## config.mk

```make
export PLATFORM = sky130hd
export DESIGN_NAME = mbrs_ctrl
export DESIGN_NICKNAME = d
export VERILOG_FILES = /design/src/hdl/mbrs_pkg.sv /design/src/hdl/mbrs_ctrl.sv
export SDC_FILE = /design/constraint.sdc
export NUM_CORES = 1
export LEC_CHECK = 0
export BUFFER_PORTS_ARGS = -buffer_cell sky130_fd_sc_hd__buf_4
export CAP_MARGIN = 20
export CORE_AREA = 2 2 39 41
export DETAILED_ROUTE_END_ITERATION = 8
export DIE_AREA = 0 0 41 43
export GPL_ROUTABILITY_DRIVEN = 0
export GPL_TIMING_DRIVEN = 0
export PLACE_DENSITY = 0.81
export SLEW_MARGIN = 20
export SYNTH_ARGS = -nofsm -noshare
export SYNTH_HDL_FRONTEND = slang
export SYNTH_SLANG_ARGS = --single-unit
```

## constraint.sdc

```tcl
create_clock -name clk -period 2 [get_ports clk]
set_input_delay 0.2 -clock clk [delete_from_list [all_inputs] [get_ports clk]]
set_output_delay 0.2 -clock clk [all_outputs]
set_load 0.02 [all_outputs]
```

## src/hdl/mbrs_pkg.sv

```systemverilog
// ---------------------------------------------------------------------------
// mbrs_pkg: shared types and constants of the Modbus register server
// Function codes, exception codes, controller command and status bundles,
// and the address window check.
// ---------------------------------------------------------------------------
package mbrs_pkg;

    // Default sizes
    localparam int HOLD_DEPTH_DEF  = 256;
    localparam int INPUT_DEPTH_DEF = 256;
    localparam int PDU_MAX_DEF     = 256;

    // Request buffer and captured header
    localparam int BUF_DEPTH = 256;
    localparam int HDR_LEN   = 10;

    // Item operations
    localparam logic [1:0] OP_REQ  = 2'd0;
    localparam logic [1:0] OP_PULL = 2'd1;
    localparam logic [1:0] OP_LOAD = 2'd2;

    // Configuration register indexes
    localparam logic [1:0] REG_HOLD_BASE  = 2'd0;
    localparam logic [1:0] REG_HOLD_COUNT = 2'd1;
    localparam logic [1:0] REG_IN_BASE    = 2'd2;
    localparam logic [1:0] REG_IN_COUNT   = 2'd3;

    // Status / exception codes
    localparam logic [1:0] ST_OK       = 2'd0;
    localparam logic [1:0] ST_ILL_FUNC = 2'd1;
    localparam logic [1:0] ST_ILL_VAL  = 2'd2;
    localparam logic [1:0] ST_ILL_ADDR = 2'd3;

    // Function codes
    localparam logic [7:0] FC_RD_HOLD  = 8'd3;
    localparam logic [7:0] FC_RD_INPUT = 8'd4;
    localparam logic [7:0] FC_WR_ONE   = 8'd6;
    localparam logic [7:0] FC_WR_MULTI = 8'd16;
    localparam logic [7:0] FC_RW_MULTI = 8'd23;
    localparam logic [7:0] EXC_FLAG    = 8'h80;

    // Count limits of the standard
    localparam logic [15:0] RD_MAX    = 16'd125;
    localparam logic [15:0] WR_MAX    = 16'd123;
    localparam logic [15:0] RW_WR_MAX = 16'd121;

    // Maximum response length
    localparam logic [8:0] RESP_MAX = 9'd252;

    // Datapath step selected by the controller
    typedef enum logic [3:0] {
        STEP_IDLE,
        STEP_CLEAR,
        STEP_CHECK,
        STEP_DISPATCH,
        STEP_WR_HI,
        STEP_WR_LO,
        STEP_WR_PUT,
        STEP_RD_CNT,
        STEP_RD_GET,
        STEP_RD_HI,
        STEP_RD_LO,
        STEP_EXC_FC,
        STEP_EXC_ST,
        STEP_FINISH,
        STEP_EMIT_REQ,
        STEP_EMIT_PULL
    } step_t;

    typedef struct packed {
        logic  accept;
        logic  load;
        step_t step;
    } cmd_t;

    typedef struct packed {
        logic clear_done;
        logic pull_pend;
        logic wr_go;
        logic wr_last;
        logic rd_go;
        logic rd_last;
        logic exc;
    } sts_t;

    // True when addr .. addr+num-1 lies inside base .. base+min(cnt,depth)-1
    function automatic logic mbrs_in_window(input logic [15:0] addr,
                                            input logic [15:0] num,
                                            input logic [15:0] base,
                                            input logic [8:0]  cnt,
                                            input logic [16:0] depth);
        logic [16:0] w;
        logic [17:0] hi_req;
        logic [17:0] hi_lim;
        w      = ({8'd0, cnt} < depth) ? {8'd0, cnt} : depth;
        hi_req = {2'b00, addr} + {2'b00, num};
        hi_lim = {2'b00, base} + {1'b0, w};
        return (addr >= base) && (hi_req <= hi_lim);
    endfunction

endpackage

```

## src/hdl/mbrs_ctrl.sv

```systemverilog
// ---------------------------------------------------------------------------
// mbrs_ctrl: sequencing controller
// Steps the datapath through store clearing, request checking, register
// write and read loops, exception build and result transfer.
// ---------------------------------------------------------------------------
module mbrs_ctrl
(
    input  logic          clk,
    input  logic          rst_n,
    input  logic          in_valid,
    output logic          in_ready,
    input  logic [1:0]    op,
    input  logic          pdu_last,
    output logic          out_valid,
    input  logic          out_ready,
    output mbrs_pkg::cmd_t cmd,
    input  mbrs_pkg::sts_t sts
);
    import mbrs_pkg::*;

    typedef enum logic [3:0] {
        S_CLEAR,
        S_IDLE,
        S_CHECK,
        S_DISPATCH,
        S_WR_HI,
        S_WR_LO,
        S_WR_PUT,
        S_RD_CNT,
        S_RD_GET,
        S_RD_HI,
        S_RD_LO,
        S_EXC_FC,
        S_EXC_ST,
        S_FINISH,
        S_EMIT_REQ,
        S_EMIT_PULL
    } state_t;

    state_t state_reg, state_next;
    logic   out_valid_reg, out_valid_next;
    logic   accept;
    logic   load;
    logic   emit;

    assign in_ready  = (state_reg == S_IDLE);
    assign out_valid = out_valid_reg;
    assign accept    = in_valid && (state_reg == S_IDLE);
    assign emit      = (state_reg == S_EMIT_REQ) || (state_reg == S_EMIT_PULL);
    assign load      = emit && (!out_valid_reg || out_ready);

    // Pick the next state
    always_comb
    begin
        state_next = state_reg;
        case (state_reg)
            S_CLEAR:
            begin
                if (sts.clear_done)
                    state_next = S_IDLE;
            end
            S_IDLE:
            begin
                if (accept)
                begin
                    if (op == OP_REQ && pdu_last)
                        state_next = S_CHECK;
                    else if (op == OP_PULL && sts.pull_pend)
                        state_next = S_EMIT_PULL;
                end
            end
            S_CHECK:    state_next = S_DISPATCH;
            S_DISPATCH:
            begin
                if (sts.wr_go)
                    state_next = S_WR_HI;
                else if (sts.rd_go)
                    state_next = S_RD_CNT;
                else if (sts.exc)
                    state_next = S_EXC_FC;
                else
                    state_next = S_FINISH;
            end
            S_WR_HI:    state_next = S_WR_LO;
            S_WR_LO:    state_next = S_WR_PUT;
            S_WR_PUT:
            begin
                if (!sts.wr_last)
                    state_next = S_WR_HI;
                else if (sts.rd_go)
                    state_next = S_RD_CNT;
                else if (sts.exc)
                    state_next = S_EXC_FC;
                else
                    state_next = S_FINISH;
            end
            S_RD_CNT:   state_next = S_RD_HI;
            S_RD_GET:   state_next = S_RD_HI;
            S_RD_HI:    state_next = S_RD_LO;
            S_RD_LO:    state_next = sts.rd_last ? S_FINISH : S_RD_GET;
            S_EXC_FC:   state_next = S_EXC_ST;
            S_EXC_ST:   state_next = S_FINISH;
            S_FINISH:   state_next = S_EMIT_REQ;
            S_EMIT_REQ,
            S_EMIT_PULL:
            begin
                if (load)
                    state_next = S_IDLE;
            end
            default:    state_next = S_IDLE;
        endcase
    end

    // Hold the result valid until transfer
    always_comb
    begin
        if (load)
            out_valid_next = 1'b1;
        else if (out_ready)
            out_valid_next = 1'b0;
        else
            out_valid_next = out_valid_reg;
    end

    always_ff @(posedge clk or negedge rst_n)
    begin
        if (!rst_n)
        begin
            state_reg     <= S_CLEAR;
            out_valid_reg <= 1'b0;
        end
        else
        begin
            state_reg     <= state_next;
            out_valid_reg <= out_valid_next;
        end
    end

    // Map the state onto a datapath step
    always_comb
    begin
        cmd.accept = accept;
        cmd.load   = load;
        case (state_reg)
            S_CLEAR:     cmd.step = STEP_CLEAR;
            S_IDLE:      cmd.step = STEP_IDLE;
            S_CHECK:     cmd.step = STEP_CHECK;
            S_DISPATCH:  cmd.step = STEP_DISPATCH;
            S_WR_HI:     cmd.step = STEP_WR_HI;
            S_WR_LO:     cmd.step = STEP_WR_LO;
            S_WR_PUT:    cmd.step = STEP_WR_PUT;
            S_RD_CNT:    cmd.step = STEP_RD_CNT;
            S_RD_GET:    cmd.step = STEP_RD_GET;
            S_RD_HI:     cmd.step = STEP_RD_HI;
            S_RD_LO:     cmd.step = STEP_RD_LO;
            S_EXC_FC:    cmd.step = STEP_EXC_FC;
            S_EXC_ST:    cmd.step = STEP_EXC_ST;
            S_FINISH:    cmd.step = STEP_FINISH;
            S_EMIT_REQ:  cmd.step = STEP_EMIT_REQ;
            S_EMIT_PULL: cmd.step = STEP_EMIT_PULL;
            default:     cmd.step = STEP_IDLE;
        endcase
    end

endmodule

```

==> impl_metrics.tcl <==
set metrics [dict create \
    cts_tree "done" \
    power.internal_mw 0.604 \
    core_sq_mm 0.00138 \
    fin_crit_sh 0.937 \
    arrival_ns 1.67 \
    min_period_ns 1.87 \
    netlist.top_cell.by_area "dfrtp_1" \
    min_from "out_ready" \
    grt_use_total 0.183 \
    setup_viol 0 \
    crit_fanout 9 \
    drcViolationCount 0 \
    clk_pin_slew_ns 0.05 \
    drt_iter0_drc 24 \
    crit_type "reg2out" \
    power_density_mw_per_mm2 1380 \
    cts_buffers 3 \
    p_leak_nw 0.382 \
    syn-cell-area_sq_um 577 \
    ys.flop_type "dfrtp_1" \
    yosys.cell_types.count 38 \
    start_kind "register" \
    required_ns 1.80 \
    maxCapViolations 0 \
    synth_warnings 0 \
    start_util 0.417 \
    yosysSeqAreaShare 0.217 \
    ioPinCount 22 \
    area_delta_synth_final_pct 37.7 \
    cp-end-kind "primary output" \
    seqPwrFrac 0.149 \
    p_sw_frac 0.451 \
    vias_per_cell 5.75 \
    worst_pin_slew_ns 0.338 \
    power_switching_mw 0.495 \
    antenna_found_initial 0 \
    vdd_drop_max_mv 1.04 \
    grt_overflow_total 0 \
    nets 114 \
    hold_violations 0 \
    grt_setup_unrepaired "no" \
    min-delay-path-class "in2reg" \
    port_buffers 21 \
    insertion_delay_ns 0.26 \
    synthAdderAreaFrac 0.0868 \
    status "finished clean" \
    synth.area.top_cells "dfrtp_1, ha_1, buf_4, o221a_2, o21ai_0" \
    cp-startpoint "state_reg[0]$_DFFE_PN0P_" \
    grt_max_degree 11 \
    synth.avg_cell_area_sq_um 8.36 \
    route.vias.total 638 \
    slew_headroom 0.771 \
    post_drt_wl_per_cell_microns 13.0 \
    cts.sinks 5 \
    worst_hold_slack_ns 0.253 \
    synth_top_family_by_area "simple AND/OR/NAND/NOR gates" \
    grt_pass1_vias 537 \
    yosysTopAreaCellShare 0.217 \
    timing.rr.start "state_reg[0]$_DFFE_PN0P_" \
    synth_compound_area_frac 0.278 \
    ys_ff_latch 5 \
    synth_commonest_cells "buf_4, dfrtp_1, ha_1, inv_1, o21ai_0" \
    wl_microns 1440 \
    maxSlewViolCount 0 \
    p_comb_frac 0.738 \
    firstDrtPassIters 5 \
    drive_gt1_frac 0.411 \
    dieArea_sq_mm 0.00176 \
    diodes 0 \
    hpwl_microns 1100 \
    fin_skew_ns 0.00791 \
    synth_nets 87 \
    ant_nets 0 \
    synthArstFlopShare 1.00 \
    die_x_microns 41 \
    num_rows 14 \
    grt_pass1_wl_microns 2130 \
    synthCells 69 \
    root_buffer "clkbuf_4" \
    synth-xor-area-share 0 \
    synth_mux_area_frac 0 \
    synth_simple_gate_area_frac 0.284 \
    clock.fmax_mhz 534 \
    clock_power_share 0.113 \
    synth_edf_count 0 \
    die_h_microns 43 \
    finalSetupTns_ns 0 \
    largest_register_ffs 4 \
    fill_cells 122 \
    htree_levels 1 \
    ctsLongestPathBuffers 2 \
]
## layer usage
| metal | GRT usage | vias up | wire, microns |
|---|---|---|---|
| met1 | 0.208 | 291 | 524 |
| met2 | 0.294 | 37 | 766 |
| met4 | 0.0800 | 0 | 21 |
| li1 | - | 307 | - |
| met3 | 0.0628 | 3 | 129 |
| met5 | 0 | - | 0 |
## layout make-up
class | instances | area (sq um) | share of cell area
Multi-Input combinational cell | 51 | 374 | 0.471
Timing Repair Buffer | 23 | 175 | 0.220
Sequential cell | 5 | 125 | 0.157
Buffer | 8 | 58.8 | 0.0740
Clock buffer | 4 | 26.3 | 0.0331
Tap cell | 16 | 20.0 | 0.0252
Inverter | 4 | 15.0 | 0.0189
## worst max-delay path, stage by stage (launching register included)
cell and delay (ns):
dfrtp_1 0.40, inv_1 0.08, ha_1 0.29, o211ai_1 0.30, nor2b_1 0.08, buf_4 0.13
buf_4 0.14
## final timing paths
kind                                             to  cells past startpoint  slack [ns]
setup / recovery                             cmd[4]                      6        0.13
hold / removal                out_valid$_DFFE_PN0P_                      3        0.25
setup reg to reg           state_reg[0]$_DFFE_PN0P_                      6        0.13
hold reg to reg               out_valid$_DFFE_PN0P_                      2        0.54
max in group asynchronous     out_valid$_DFFE_PN0P_                      2        1.60
min in group asynchronous  state_reg[0]$_DFFE_PN0P_                      2        0.28
## stage by stage
step           setup slack (ns)  cells   util  instance area, sq um  power [mW]
2_1_floorplan             0.351     69      -                   577       0.747
3_3_place_gp              0.176    106  0.545                   754       0.949
3_5_place_dp              0.142    106  0.545                   754       0.964
4_1_cts                  0.0998    111  0.571                   791        1.10
5_1_grt                  0.0184    111  0.574                   795        1.18
6_report                  0.126    111  0.574                   795        1.10
## cells by family (layout without fill, tap and decap cells)
family | Yosys count | after routing
flip-flops | 5 | 5
adder cells (fa/ha/maj) | 4 | 4
AND/OR/NAND/NOR | 26 | 26
buffers and inverters | 13 | 39
AO/OA/AOI/OAI | 21 | 21
## layout by cell type (no fill, tap or decap), types with 2 or more instances in the layout
cell,count
buf_4,27
dfrtp_1,5
inv_1,4
o21ai_0,4
ha_1,4
nor2_1,3
nand2_1,3
nor2b_1,3
a21oi_1,3
clkbuf_4,3
o211ai_1,2
nand2b_1,2
and3_1,2
nand3b_1,2
o221a_2,2
## power by group through the flow
| stage | logic [mW] | registers [mW] | clock network [mW] |
|---|---|---|---|
| final | 0.811 | 0.164 | 0.124 |
| after global routing | 0.885 | 0.169 | 0.130 |
| after CTS | 0.804 | 0.164 | 0.127 |
| after detailed placement | 0.799 | 0.165 | 0 |
| after global placement | 0.784 | 0.165 | 0 |
| after floorplan | 0.585 | 0.162 | 0 |
## what timing repair did
item / in CTS / in global routing
buffers inserted: 0 / 1
setup endpoints to repair: 0 / 3
hold buffers: 1 / 0
gates resized for setup: 0 / 2
endpoints found under the hold margin: 5 / 0
(Power assumes the default switching activity.)
